[config.mk]
export PLATFORM = sky130hd
export DESIGN_NAME = pmst_seq
export DESIGN_NICKNAME = d
export VERILOG_FILES = /design/src/hw/rtl/pmst_pkg.sv /design/src/hw/rtl/pmst_seq.sv
export SDC_FILE = /design/constraint.sdc
export NUM_CORES = 1
export LEC_CHECK = 0
export BUFFER_PORTS_ARGS = -buffer_cell sky130_fd_sc_hd__buf_2
export CORE_MARGIN = 5
export CORE_UTILIZATION = 54
export DETAILED_ROUTE_END_ITERATION = 12
export GPL_ROUTABILITY_DRIVEN = 0
export PLACE_DENSITY = 0.75
export SYNTH_ARGS = -nofsm -noshare
export SYNTH_HDL_FRONTEND = slang
export SYNTH_SLANG_ARGS = --single-unit
[constraint.sdc]
create_clock -name clk -period 2.6 [get_ports clk]
set_input_delay 0.13 -clock clk [delete_from_list [all_inputs] [get_ports clk]]
set_output_delay 0.13 -clock clk [all_outputs]
set_load 0.05 [all_outputs]
[src/hw/rtl/pmst_pkg.sv]
// Package of shared types, field widths and codes for the dense Prim spanning tree engine.
`default_nettype none

package pmst_pkg;

  // Default sizes handed to the top level's parameters.
  localparam int DEF_MAX_VERTICES = 32;
  localparam int DEF_WEIGHT_BITS  = 16;

  // Field widths of the stream items.
  localparam int OP_W      = 1;
  localparam int VTX_W     = 5;
  localparam int WIN_W     = 16;
  localparam int IDX_W     = 5;
  localparam int COST_W    = 16;
  localparam int TOTAL_W   = 21;
  localparam int IN_DATA_W  = 32;
  localparam int OUT_DATA_W = 56;

  // Configuration register.
  localparam int VC_W = 6;
  localparam logic [VC_W-1:0] VC_RESET = 6'd32;

  localparam logic [TOTAL_W-1:0] TOTAL_MAX = {TOTAL_W{1'b1}};

  // Input item kinds, carried in tuser.
  localparam logic [OP_W-1:0] OP_WRITE = 1'b0;
  localparam logic [OP_W-1:0] OP_RUN   = 1'b1;

  // Result status codes, carried in tuser.
  localparam logic STATUS_OK       = 1'b0;
  localparam logic STATUS_DISCONN  = 1'b1;

  typedef enum logic [2:0] {
    S_IDLE,
    S_SCAN,
    S_DRAIN,
    S_DECIDE,
    S_EMIT
  } seq_state_t;

  typedef struct packed {
    logic [IDX_W-1:0]   edge_index;
    logic [VTX_W-1:0]   from_vertex;
    logic [VTX_W-1:0]   to_vertex;
    logic [COST_W-1:0]  edge_cost;
    logic [TOTAL_W-1:0] total_cost;
    logic               status;
    logic               last;
  } res_t;

  typedef struct packed {
    logic idle;
    logic res_valid;
  } seq_stat_t;

endpackage

`default_nettype wire

[src/hw/rtl/pmst_seq.sv]
// Round sequencer: scans the weight memory, tracks the lightest cut edge and builds results.
`default_nettype none

module pmst_seq #(
  parameter int MAX_VERTICES = pmst_pkg::DEF_MAX_VERTICES,
  parameter int WEIGHT_BITS  = pmst_pkg::DEF_WEIGHT_BITS,
  localparam int AW = $clog2(MAX_VERTICES * MAX_VERTICES)
) (
  input  wire logic                         clk,
  input  wire logic                         rst_n,
  input  wire logic                         run_go,
  input  wire logic [pmst_pkg::VC_W-1:0]    vertex_count,
  output logic                              rd_en,
  output logic      [AW-1:0]                rd_addr,
  input  wire logic [WEIGHT_BITS-1:0]       rd_data,
  input  wire logic                         res_ready,
  output pmst_pkg::seq_stat_t               stat,
  output pmst_pkg::res_t                    res
);

  localparam int VIDX_W = $clog2(MAX_VERTICES);
  localparam int CNT_W  = $clog2(MAX_VERTICES + 1);
  localparam int EXT_W  = ((WEIGHT_BITS > pmst_pkg::TOTAL_W) ?
                           WEIGHT_BITS : pmst_pkg::TOTAL_W) + 1;
  localparam logic [WEIGHT_BITS-1:0] NO_EDGE = {WEIGHT_BITS{1'b1}};

  pmst_pkg::seq_state_t state_r, state_nxt;

  logic [CNT_W-1:0]                 n_r, n_nxt;
  logic [VIDX_W-1:0]                i_r, i_nxt;
  logic [VIDX_W-1:0]                j_r, j_nxt;
  logic                             rd_v_r, rd_v_nxt;
  logic [VIDX_W-1:0]                rd_i_r, rd_i_nxt;
  logic [VIDX_W-1:0]                rd_j_r, rd_j_nxt;
  logic [WEIGHT_BITS-1:0]           best_r, best_nxt;
  logic [VIDX_W-1:0]                a_r, a_nxt;
  logic [VIDX_W-1:0]                b_r, b_nxt;
  logic                             found_r, found_nxt;
  logic [MAX_VERTICES-1:0]          in_tree_r, in_tree_nxt;
  logic [CNT_W-1:0]                 edges_r, edges_nxt;
  logic [pmst_pkg::TOTAL_W-1:0]     sum_r, sum_nxt;
  pmst_pkg::res_t                   res_r, res_nxt;

  logic [7:0]                       vc_ext;
  logic [CNT_W-1:0]                 n_start;
  logic                             scan_end;
  logic                             cut_pair;
  logic [EXT_W-1:0]                 sum_ext;
  logic [pmst_pkg::TOTAL_W-1:0]     sum_sat;
  logic [EXT_W-1:0]                 best_ext;

  function automatic logic [pmst_pkg::IDX_W-1:0] IDX_CAST(input logic [CNT_W-1:0] v);
    logic [7:0] w;
    w = 8'(v);
    return w[pmst_pkg::IDX_W-1:0];
  endfunction

  function automatic logic [pmst_pkg::VTX_W-1:0] VTX_CAST(input logic [VIDX_W-1:0] v);
    logic [7:0] w;
    w = 8'(v);
    return w[pmst_pkg::VTX_W-1:0];
  endfunction

  // Vertex count of zero runs as one vertex; anything above the matrix size saturates.
  always_comb begin
    vc_ext = 8'(vertex_count);
    if (vc_ext == 8'd0) begin
      n_start = CNT_W'(1);
    end else if (vc_ext > 8'(MAX_VERTICES)) begin
      n_start = CNT_W'(MAX_VERTICES);
    end else begin
      n_start = CNT_W'(vc_ext);
    end
  end

  assign scan_end = (i_r == VIDX_W'(n_r - 1'b1)) && (j_r == VIDX_W'(n_r - 1'b1));
  assign cut_pair = (rd_i_r != rd_j_r) && (in_tree_r[rd_i_r] != in_tree_r[rd_j_r]);
  assign best_ext = EXT_W'(best_r);
  assign sum_ext  = EXT_W'(sum_r) + best_ext;
  assign sum_sat  = (sum_ext > EXT_W'(pmst_pkg::TOTAL_MAX)) ?
                    pmst_pkg::TOTAL_MAX : sum_ext[pmst_pkg::TOTAL_W-1:0];

  // Next state.
  always_comb begin
    state_nxt = state_r;
    case (state_r)
      pmst_pkg::S_IDLE: begin
        if (run_go) begin
          if (n_start == CNT_W'(1)) begin
            state_nxt = pmst_pkg::S_EMIT;
          end else begin
            state_nxt = pmst_pkg::S_SCAN;
          end
        end
      end
      pmst_pkg::S_SCAN: begin
        if (scan_end) begin
          state_nxt = pmst_pkg::S_DRAIN;
        end
      end
      pmst_pkg::S_DRAIN:  state_nxt = pmst_pkg::S_DECIDE;
      pmst_pkg::S_DECIDE: state_nxt = pmst_pkg::S_EMIT;
      pmst_pkg::S_EMIT: begin
        if (res_ready) begin
          if (res_r.last) begin
            state_nxt = pmst_pkg::S_IDLE;
          end else begin
            state_nxt = pmst_pkg::S_SCAN;
          end
        end
      end
      default: state_nxt = pmst_pkg::S_IDLE;
    endcase
  end

  // Outputs decoded from the state.
  always_comb begin
    stat.idle      = 1'b0;
    stat.res_valid = 1'b0;
    rd_en          = 1'b0;
    case (state_r)
      pmst_pkg::S_IDLE: stat.idle      = 1'b1;
      pmst_pkg::S_SCAN: rd_en          = 1'b1;
      pmst_pkg::S_EMIT: stat.res_valid = 1'b1;
      default: begin
        stat.idle = 1'b0;
      end
    endcase
  end

  assign rd_addr = AW'(i_r) * AW'(MAX_VERTICES) + AW'(j_r);
  assign res     = res_r;

  // Datapath next values.
  always_comb begin
    n_nxt       = n_r;
    i_nxt       = i_r;
    j_nxt       = j_r;
    rd_v_nxt    = 1'b0;
    rd_i_nxt    = i_r;
    rd_j_nxt    = j_r;
    best_nxt    = best_r;
    a_nxt       = a_r;
    b_nxt       = b_r;
    found_nxt   = found_r;
    in_tree_nxt = in_tree_r;
    edges_nxt   = edges_r;
    sum_nxt     = sum_r;
    res_nxt     = res_r;

    // The entry read in the previous cycle is compared against the best so far.
    if (rd_v_r && cut_pair && (rd_data < best_r)) begin
      best_nxt  = rd_data;
      a_nxt     = rd_i_r;
      b_nxt     = rd_j_r;
      found_nxt = 1'b1;
    end

    case (state_r)
      pmst_pkg::S_IDLE: begin
        if (run_go) begin
          n_nxt          = n_start;
          in_tree_nxt    = '0;
          in_tree_nxt[0] = 1'b1;
          edges_nxt      = '0;
          sum_nxt        = '0;
          i_nxt          = '0;
          j_nxt          = '0;
          best_nxt       = NO_EDGE;
          found_nxt      = 1'b0;
          res_nxt        = '0;
          res_nxt.status = pmst_pkg::STATUS_OK;
          res_nxt.last   = 1'b1;
        end
      end
      pmst_pkg::S_SCAN: begin
        rd_v_nxt = 1'b1;
        if (j_r == VIDX_W'(n_r - 1'b1)) begin
          j_nxt = '0;
          i_nxt = i_r + 1'b1;
        end else begin
          j_nxt = j_r + 1'b1;
        end
      end
      pmst_pkg::S_DECIDE: begin
        res_nxt.edge_index = IDX_CAST(edges_r);
        if (found_r) begin
          in_tree_nxt[a_r]    = 1'b1;
          in_tree_nxt[b_r]    = 1'b1;
          edges_nxt           = edges_r + 1'b1;
          sum_nxt             = sum_sat;
          res_nxt.from_vertex = VTX_CAST(a_r);
          res_nxt.to_vertex   = VTX_CAST(b_r);
          res_nxt.edge_cost   = best_ext[pmst_pkg::COST_W-1:0];
          res_nxt.total_cost  = sum_sat;
          res_nxt.status      = pmst_pkg::STATUS_OK;
          res_nxt.last        = (CNT_W'(edges_r + 1'b1) == CNT_W'(n_r - 1'b1));
        end else begin
          res_nxt.from_vertex = '0;
          res_nxt.to_vertex   = '0;
          res_nxt.edge_cost   = '0;
          res_nxt.total_cost  = sum_r;
          res_nxt.status      = pmst_pkg::STATUS_DISCONN;
          res_nxt.last        = 1'b1;
        end
      end
      pmst_pkg::S_EMIT: begin
        if (res_ready && !res_r.last) begin
          i_nxt     = '0;
          j_nxt     = '0;
          best_nxt  = NO_EDGE;
          found_nxt = 1'b0;
        end
      end
      default: begin
        rd_v_nxt = 1'b0;
      end
    endcase
  end

  always_ff @(posedge clk) begin
    if (!rst_n) begin
      state_r   <= pmst_pkg::S_IDLE;
      rd_v_r    <= 1'b0;
      in_tree_r <= '0;
      edges_r   <= '0;
      sum_r     <= '0;
      found_r   <= 1'b0;
      n_r       <= CNT_W'(1);
      i_r       <= '0;
      j_r       <= '0;
    end else begin
      state_r   <= state_nxt;
      rd_v_r    <= rd_v_nxt;
      in_tree_r <= in_tree_nxt;
      edges_r   <= edges_nxt;
      sum_r     <= sum_nxt;
      found_r   <= found_nxt;
      n_r       <= n_nxt;
      i_r       <= i_nxt;
      j_r       <= j_nxt;
    end
  end

  always_ff @(posedge clk) begin
    rd_i_r <= rd_i_nxt;
    rd_j_r <= rd_j_nxt;
    best_r <= best_nxt;
    a_r    <= a_nxt;
    b_r    <= b_nxt;
    res_r  <= res_nxt;
  end

  // A read result only arrives in the cycle after a scan cycle issued it.
  a_read_follows_scan: assert property (@(posedge clk) disable iff (!rst_n)
    rd_v_r |-> ($past(state_r) == pmst_pkg::S_SCAN))
    else $error("memory read data marked valid without a scan cycle before it");

  // A chosen edge crosses the cut, so it adds exactly one vertex to the tree.
  a_tree_grows_by_one: assert property (@(posedge clk) disable iff (!rst_n)
    (state_r == pmst_pkg::S_DECIDE && found_r) |=>
      ($countones(in_tree_r) == $countones($past(in_tree_r)) + 1))
    else $error("tree did not grow by exactly one vertex");

  // The root stays in the tree for the whole scan.
  a_root_in_tree: assert property (@(posedge clk) disable iff (!rst_n)
    (state_r == pmst_pkg::S_SCAN) |-> in_tree_r[0])
    else $error("root vertex missing from the tree during a scan");

  // A run never finds as many edges as it has vertices.
  a_edges_bounded: assert property (@(posedge clk) disable iff (!rst_n)
    (state_r != pmst_pkg::S_IDLE) |-> (edges_r < n_r))
    else $error("edge count reached the vertex count");

endmodule

`default_nettype wire

==> out/results.ini, run 1 <==
[outcome]
outcome = completed

[worst_hold_path]
hold_end = n_r[0]
min_path_type = input pin to flop
hp-start = vertex_count[0]
whs_path_depth = 3

[pwr]
pwr-share-comb_pct = 24.9
p_sw_share_pct = 35.92
clock_power_share_pct = 32.8
internal_power_w = 0.004843
ir_drop_v = 0.0004984
p_seq_share_pct = 42.3
p_leak_nw = 4.489
p_per_area_nw_per_um2 = 706.2
power_w = 0.007557
p_sw_w = 0.002715

[synth]
synth_cell_types = 67
synth-seq-cells = 170
yosysWarnings = 0
synth-async-reset-ratio_pct = 0
syn_avg_cell_area_um2 = 9.512
synthCells = 932
syn_nets = 994
syn_area_um2 = 8865
ys_dominant_reg_cell = dfxtp_1
synth-seq-area-share_pct = 45.62
synth_edf_count = 64

[sta]
tightestPinTransition_ns = 0.5161
maxSlewHeadroom_pct = 65.59
rsz0062_at_grt = true
setup_viol = 0
maxSlewViolCount = 0
finalCriticalPeriod_ns = 2.580
max_freq_mhz = 387.7
skew_ns = 0.01091
hold_violations = 0
finalCritPeriodShare_pct = 99.21

[setup_path]
path_cells = mux4_1 -> mux4_2 -> nand2_1 -> o21ai_1 -> xor2_1 -> o311ai_4 -> clkinvlp_4 -> buf_6
worst_r2r_path_depth = 8
start_kind = flop
reg2reg_to = a_r[1]
critical_path.max_stage_delay_ns = 0.57
end_kind = flop
crit_buf_inv = 2
r2r-start = rd_i_r[1]
slowest_stage = mux4_1
required_ns = 2.75
worst-setup-path-type = flop to flop
path_delay_family = multiplexers
r2r_slack_ns = 0.02
worstPathMaxFanout = 10
arrival_ns = 2.73

[global_route]
track_usage_pct = 23.84
antenna_found_initial = 0
grt_pass1_vias = 7290
grt_max_degree = 55
grt_pass1_wl_um = 37370
overflow = 0

[detailed_routing]
dr.pass1.iters = 6
drt_iter0_drc = 827
postRouteAntennaNets = 0
vias = 7680
drc = 0
vias_per_cell = 5.967
wirelength_um = 23000
routedWlPerCell_um = 17.87

[cells_and_area]
design_area_um2 = 10700
seqCellArea_um2 = 4050
fillerInstances = 1271
syn_to_final_growth_pct = 20.72
multi_input_area_um2 = 4616
nets = 1120
drive_above_1_share_pct = 21.57
antenna_cells = 0

[die]
die_area_um2 = 19080
die_h_um = 138.1
start_util_pct = 55.40
rows = 46
core_area_um2 = 16000
ioPinCount = 93
die_w_um = 138.1

[clock_tree]
clk_path_buf_depth = 2
cts_root_buf = clkbuf_16
cts_buffers = 17
htreeDepth = 4
cts_tree = yes
clk-insertion-delay-late_ns = 0.44
clkTransAtPathRegs_ns = 0.07
cts.sinks = 170

[placed_design]
placed_cell_area_um2 = 9809
numPortBuffers = 92
dp_hpwl_um = 15560

[job]
drv_cap = 0

## state kept, by name, summed over array words and instances, names as in the netlist
name	count
b_r	5
sum_r	21
rd_j_r	5
edges_r	6
best_r	16
j_r	5
in_tree_r	32
i_r	5
found_r	1
rd_v_r	1
a_r	5
n_r	6
res	54
rd_i_r	5
state_r	3
## tightest hold or removal path, delay by kind of cell
kind	cells	cell delay, ns
AND/OR/NAND/NOR	1	0.10
buffers and inverters	1	0.10
AO/OA/AOI/OAI	1	0.08
## metrics by stage
step	TNS (ns)	setup slack, ns	utilization (%)	instances	hold WS [ns]
6_report	0	0.02050	66.88	1287	0.01406
4_1_cts	0	0.01033	66.08	1285	0.002691
3_3_place_gp	-0.7362	-0.06525	61.31	1237	0.4008
5_1_grt	-0.3515	-0.03383	66.88	1287	0.02421
3_5_place_dp	-1.460	-0.1358	61.31	1237	0.3960
2_1_floorplan	0	0.001011	-	932	0.2324
## cell usage after synthesis (3+ instances only)
library cell	n	area [µm²]
a211oi_1	15	112.6
a21o_1	10	75.07
a21oi_1	83	415.4
a311oi_1	4	35.03
a31oi_1	8	50.05
and2_1	10	62.56
and3_1	12	75.07
buf_1	11	41.29
buf_2	6	30.03
clkbuf_1	38	142.6
dfxtp_1	106	2122
edfxtp_1	64	1922
ha_1	35	437.9
inv_1	26	97.59
mux2i_1	28	280.3
mux4_1	3	78.83
mux4_2	12	270.3
nand2_1	48	180.2
nand2b_1	12	75.07
nand3_1	27	135.1
nand3b_1	10	75.07
nand4_1	10	62.56
nor2_1	144	540.5
nor2b_1	7	43.79
nor3_1	12	60.06
nor3b_1	9	67.56
o211ai_1	3	22.52
o21a_1	6	45.04
o21ai_0	35	175.2
o22ai_1	32	200.2
o31ai_1	3	22.52
or3_1	4	25.02
or3b_2	4	35.03
xnor2_1	29	254.0
xor2_1	22	192.7
## how the worst max path moves through the flow
stage / from / endpoint / slack [ns] / depth (start not counted)
after floorplan: rd_i_r[1] / a_r[0] / 0.001 / 10
after global placement: best_r[0] / res[20] / -0.07 / 10
after detailed placement: sum_r[0] / res[20] / -0.14 / 10
after CTS: best_r[0] / res[14] / 0.01 / 11
after global routing: best_r[7] / res[20] / -0.03 / 9
final: rd_i_r[1] / a_r[1] / 0.02 / 8
## placed cells by master (no fill, tap or decap), types with 4 or more instances in the layout
cell type and n:
nand4_1 10, o22ai_1 32, xnor2_1 29, nor3_1 11, clkbuf_16 17, dlygate4sd3_1 15
a31oi_1 7, dfxtp_1 103, o21a_1 5, a21oi_1 81, nand2b_1 12, inv_6 6
xor2_1 22, buf_4 54, inv_1 24, mux4_2 12, buf_2 92, nor2b_1 6
nor3b_1 8, mux2i_1 28, and2_1 9, nand2_1 46, nor2_1 144, a211oi_1 11
nand3_1 27, nand3b_1 10, or3b_2 4, edfxtp_1 64, and3_1 12, ha_1 33
a21o_1 10, o21ai_0 33
## timing repair
item / in CTS / in global routing
pin swaps: 4 / 8
setup endpoints to repair: 31 / 45
hold buffers: 15 / 0
buffers inserted: 1 / 2
gates resized for setup: 7 / 29
endpoints found under the hold margin: 15 / 0
## layout make-up
type                       instances  area share (%)
clock buffer                      17           3.975
clock inverter                    15           1.391
inverter                          28           1.017
multi-input combinational        676           43.13
sequential                       170           37.85
tap                              216           2.525
timing repair buffer             165           10.11
## kinds of logic (layout without fill, tap and decap cells)
group | Yosys count | in the layout | synth area share (%)
buffers and inverters | 86 | 225 | 4.079
muxes | 44 | 44 | 7.227
and+or+nand+nor | 320 | 320 | 17.22
AOI/OAI and AO/OA | 224 | 224 | 15.40
adders and majority gates | 36 | 36 | 5.166
DFF | 170 | 170 | 45.62
xor gates and xnor gates | 52 | 52 | 5.293
## metal layers
layer	vias to the layer above	GRT usage [%]	wire (µm)
met5	-	0	0
met4	0	8.424	593
met3	59	4.483	1688
met2	362	37.80	10600
met1	3630	32.93	10120
li1	3629	-	-
## power groups by stage
stage / Sequential [W] / Combinational [W] / Clock [W]
6_report: 0.00320 / 0.00188 / 0.00248
5_1_grt: 0.00322 / 0.00200 / 0.00266
4_1_cts: 0.00319 / 0.00187 / 0.00251
3_5_place_dp: 0.00325 / 0.00183 / 0
3_3_place_gp: 0.00325 / 0.00181 / 0
2_1_floorplan: 0.00379 / 0.000787 / 0
Power figures use the tool's default switching activity.
==> inputs of run 2 (changes only) <==
--- a/config.mk
+++ b/config.mk
@@ -6,6 +6,7 @@
 export NUM_CORES = 1
 export LEC_CHECK = 0
 export BUFFER_PORTS_ARGS = -buffer_cell sky130_fd_sc_hd__buf_2
+export CORE_ASPECT_RATIO = 1.75
 export CORE_MARGIN = 5
 export CORE_UTILIZATION = 54
 export DETAILED_ROUTE_END_ITERATION = 12
==> out/results.ini, run 2 (same netlist as run 1, synthesis figures left out) <==
[job]
drv_cap = 0

[sta]
skew_ns = 0.01034
setup_viol = 0
finalCriticalPeriod_ns = 2.581
finalCritPeriodShare_pct = 99.28
maxSlewHeadroom_pct = 60.96
timing.hold.ws_ns = -0.001366
tightestPinTransition_ns = 0.5855
rsz0062_at_grt = true
maxSlewViolCount = 0
max_freq_mhz = 387.4
hold_violations = 2

[worst_hold_path]
hold_end = best_r[0]
hp-start = rd_data[0]
min_path_type = input pin to flop
whs_path_depth = 3

[die]
rows = 62
start_util_pct = 54.42
die_h_um = 179.5
ioPinCount = 93
core_area_um2 = 16290
die_w_um = 106.9
die_area_um2 = 19180

[placed_design]
dp_hpwl_um = 17200
numPortBuffers = 92

[setup_path]
worstPathMaxFanout = 6
critical_path.max_stage_delay_ns = 0.53
slowest_stage = mux4_2
r2r-start = rd_i_r[1]
worst_r2r_path_depth = 8
arrival_ns = 2.73
cp_common_cell = mux4_2
reg2reg_to = a_r[3]
r2r_slack_ns = 0.02
start_kind = flop
path_cells = mux4_2 -> mux4_2 -> nand2_1 -> o21ai_2 -> xor2_2 -> o311ai_4 -> buf_4 -> clkinvlp_4
worst-setup-path-type = flop to flop
required_ns = 2.74
end_kind = flop

[pwr]
p_per_area_nw_per_um2 = 707.7
power_w = 0.007576
ir_drop_v = 0.0004001
p_leak_nw = 4.475

[global_route]
overflow = 0
antenna_found_initial = 0
grt_pass1_vias = 7703
grt_max_degree = 48
grt_pass1_wl_um = 38590
track_usage_pct = 25.31

[outcome]
outcome = finished, violations left
failed_checks = hold timing

[detailed_routing]
drt_iter0_drc = 507
drc = 0
vias_per_cell = 6.118
dr.pass1.iters = 5
postRouteAntennaNets = 0
wirelength_um = 24160
routedWlPerCell_um = 19.03
vias = 7770

[cells_and_area]
antenna_cells = 0
drive_above_1_share_pct = 23.65
nets = 1127
syn_to_final_growth_pct = 20.75
mostFrequentLayoutCell = nor2_1
layout_common_cells = 144 x nor2_1, 100 x dfxtp_1, 92 x buf_2
largest_reg_flops = 54
final_core_util_pct = 65.71

[clock_tree]
clk-insertion-delay-late_ns = 0.44
cts_buffers = 17
htreeDepth = 4
cts_root_buf = clkbuf_16
cts_tree = yes
clk_path_buf_depth = 2
clkTransAtPathRegs_ns = 0.07
cts.sinks = 170

run 2: worst max-delay path by stage:
stage | slack [ns] | endpoint | startpoint | cells after the start
2_1_floorplan | 0.001 | a_r[0] | rd_i_r[1] | 10
3_3_place_gp | -0.07 | res[20] | best_r[0] | 11
3_5_place_dp | -0.12 | res[20] | sum_r[0] | 11
4_1_cts | 0.004 | res[18] | best_r[0] | 12
5_1_grt | -0.04 | res[22] | best_r[13] | 8
6_report | 0.02 | a_r[3] | rd_i_r[1] | 8
run 2: cell type report:
cell class	instances	area [µm²]
well taps	192	240.2
repair inverters	1	7.507
fillers	1285	5587
flip-flops and latches	170	4054
repair buffers	171	1106
clock inverters	15	150.1
inverters	28	108.9
clock buffers	17	425.4
multi-input cells	676	4612
run 2: routing by layer:
layer	routed length (µm)	part of all wire (%)	global-route usage, %
met1	8811	36	27.65
met4	1193	4.9	12.65
met3	1041	4.3	3.589
met5	0	0	0
met2	13120	54	46.69
run 2: where the power goes:
part / leakage (nW) / total, W / internal [W] / switching, W
Combinational: 2.72 / 0.00191 / 0.000525 / 0.00138
Sequential: 1.47 / 0.00320 / 0.00304 / 0.000161
Clock: 0.281 / 0.00247 / 0.00128 / 0.00119
Total: 4.47 / 0.00758 / 0.00484 / 0.00274
run 2: what timing repair did:
item | CTS | global route
gates cloned | 0 | 1
setup endpoints to repair | 38 | 45
setup buffers | 0 | 3
pin swaps | 1 | 15
gates resized for setup | 12 | 31
hold endpoints to repair | 8 | 0
hold buffers | 8 | 0
run 2: worst max-delay path: cells and delay by family (launching register included):
kind                      cells  cell delay, ns
AOI/OAI and AO/OA             2            0.24
buffers and inverters         2            0.28
and+or+nand+nor               1            0.10
muxes                         2            1.01
xor gates and xnor gates      1            0.27
DFF                           1            0.40
run 2: through the flow:
step	cell area [µm²]	hold slack (ns)	worst slack, ns	std cells	TNS, ns
2_1_floorplan	8876	0.2324	0.001011	932	0
3_3_place_gp	9884	0.3995	-0.06555	1227	-1.353
3_5_place_dp	9884	0.4000	-0.1191	1227	-2.926
4_1_cts	10590	0.0004090	0.004376	1267	0
5_1_grt	10700	0.02526	-0.04165	1270	-0.1772
6_report	10700	-0.001366	0.01874	1270	0
==> inputs of run 3 (changes only) <==
--- a/config.mk
+++ b/config.mk
@@ -8,10 +8,11 @@
 export BUFFER_PORTS_ARGS = -buffer_cell sky130_fd_sc_hd__buf_2
 export CORE_ASPECT_RATIO = 1.75
 export CORE_MARGIN = 5
-export CORE_UTILIZATION = 54
+export CORE_UTILIZATION = 39
 export DETAILED_ROUTE_END_ITERATION = 12
 export GPL_ROUTABILITY_DRIVEN = 0
-export PLACE_DENSITY = 0.75
+export MAX_ROUTING_LAYER = met4
+export PLACE_DENSITY = 0.57
 export SYNTH_ARGS = -nofsm -noshare
 export SYNTH_HDL_FRONTEND = slang
 export SYNTH_SLANG_ARGS = --single-unit
==> out/results.ini, run 3 (same netlist as run 1, synthesis figures left out) <==
[cells_and_area]
final-instance-count-excl-fill = 1388
seqCellArea_um2 = 4061
largest_reg_flops = 54
syn_to_final_growth_pct = 25.00
drive_above_1_share_pct = 25.18
design_area_um2 = 11080
mostFrequentLayoutCell = nor2_1
final_core_util_pct = 49.12
layout_common_cells = 144 x nor2_1, 94 x dfxtp_1, 92 x buf_2
fillerInstances = 2142
multi_input_area_um2 = 4646
nets = 1137
antenna_cells = 0

[clock_tree]
htreeDepth = 4
cts_tree = yes
cts.sinks = 170
clkTransAtPathRegs_ns = 0.07
cts_root_buf = clkbuf_16
cts_buffers = 17
clk_path_buf_depth = 2
clk-insertion-delay-late_ns = 0.43

[setup_path]
slowest_stage = mux4_2
r2r_slack_ns = 0.04
start_kind = flop
crit_path_start = rd_j_r[1]
cp_common_cell = buf_12
worst_r2r_path_depth = 10
worstPathMaxFanout = 14
path_delay_family = multiplexers
r2r-start = rd_j_r[1]
critical_path.max_stage_delay_ns = 0.51
reg2reg_to = best_r[0]
crit_buf_inv = 3
required_ns = 2.94
path_cells = buf_12 -> mux4_2 -> mux2i_2 -> o32a_1 -> nand3_2 -> xor2_2 -> o311ai_4 -> buf_6 -> buf_12 -> mux2i_1
worst-setup-path-type = flop to flop
arrival_ns = 2.90
end_kind = flop

[worst_hold_path]
hp-start = rd_data[10]
min_path_type = input pin to flop
hold_end = best_r[10]
whs_path_depth = 3

[placed_design]
placed_cells = 1340
place_ws_ns = -0.1773
dp_hpwl_um = 17900
numPortBuffers = 92
placed_cell_area_um2 = 10110

[detailed_routing]
wirelength_um = 24980
vias_per_cell = 5.419
dr.pass1.iters = 8
drc = 0
postRouteAntennaNets = 0
routedWlPerCell_um = 18.00
drt_iter0_drc = 476
vias = 7521

[die]
ioPinCount = 93
core_area_um2 = 22560
die_area_um2 = 25960
rows = 73
start_util_pct = 39.29
die_w_um = 124.0
die_h_um = 209.4

[sta]
skew_ns = 0.01168
setup_viol = 0
setup_slack_ns = 0.04191
finalCritPeriodShare_pct = 98.39
fin_tns_setup_ns = 0
rsz0062_at_grt = true
maxSlewViolCount = 0
finalCriticalPeriod_ns = 2.558
tightestPinTransition_ns = 0.6739
hold_violations = 0
max_freq_mhz = 390.9
maxSlewHeadroom_pct = 54.96

[outcome]
outcome = completed

[global_route]
overflow = 0
antenna_found_initial = 0
grt_pass1_wl_um = 39390
grt_max_degree = 48
track_usage_pct = 20.08
grt_pass1_vias = 7400

[job]
drv_cap = 0

[pwr]
p_leak_nw = 4.568
ir_drop_v = 0.0004628
p_per_area_nw_per_um2 = 715.5

## run 3: layer usage
layer / wire length (µm) / global-route usage (%) / part of all wire, % / vias up
li1: - / - / - / 3667
met2: 13440 / 35.53 / 54 / 183
met3: 885 / 2.561 / 3.5 / 62
met4: 820 / 8.207 / 3.3 / 0
met5: 0 / - / 0 / -
met1: 9836 / 22.44 / 39 / 3609
## run 3: worst min-delay path, stage by stage
cell	delay, ns
buf_2	0.10
nor2_1	0.05
mux2i_1	0.11
## run 3: repair_timing
item | 4_1_cts | 5_1_grt
resized for setup | 19 | 36
endpoints found under the setup margin | 32 | 53
hold buffers | 9 | 0
pin swaps | 8 | 15
buffers inserted | 1 | 5
gates cloned | 1 | 0
hold endpoints to repair | 9 | 0
## run 3: final cells by class
class / count / share of cell area, %
inverters: 28 / 0.9824
repair buffers: 181 / 11.21
flip-flops and latches: 170 / 36.65
clock buffers: 17 / 3.839
repair inverters: 1 / 0.06775
well taps: 300 / 3.388
clock inverters: 15 / 1.931
multi-input cells: 676 / 41.93
## run 3: how the worst max path moves through the flow
| stage | to | depth (start not counted) |
|---|---|---|
| 2_1_floorplan | a_r[0] | 10 |
| 3_3_place_gp | res[20] | 11 |
| 3_5_place_dp | res[20] | 11 |
| 4_1_cts | res[20] | 11 |
| 5_1_grt | res[22] | 9 |
| 6_report | best_r[0] | 10 |
## run 3: stage by stage
stage / hold WS, ns / total power (W)
after floorplan: 0.2324 / 0.004576
after global placement: 0.3990 / 0.005171
after detailed placement: 0.4015 / 0.005176
after CTS: 0.0004816 / 0.007975
after global routing: 0.01230 / 0.008259
final: 0.01026 / 0.007928
## run 3: report_power, final
part | switching, W | internal, W | leakage [nW]
clock network | 0.00115 | 0.00163 | 0.294
logic | 0.00140 | 0.000567 | 2.80
registers | 0.000149 | 0.00304 | 1.47
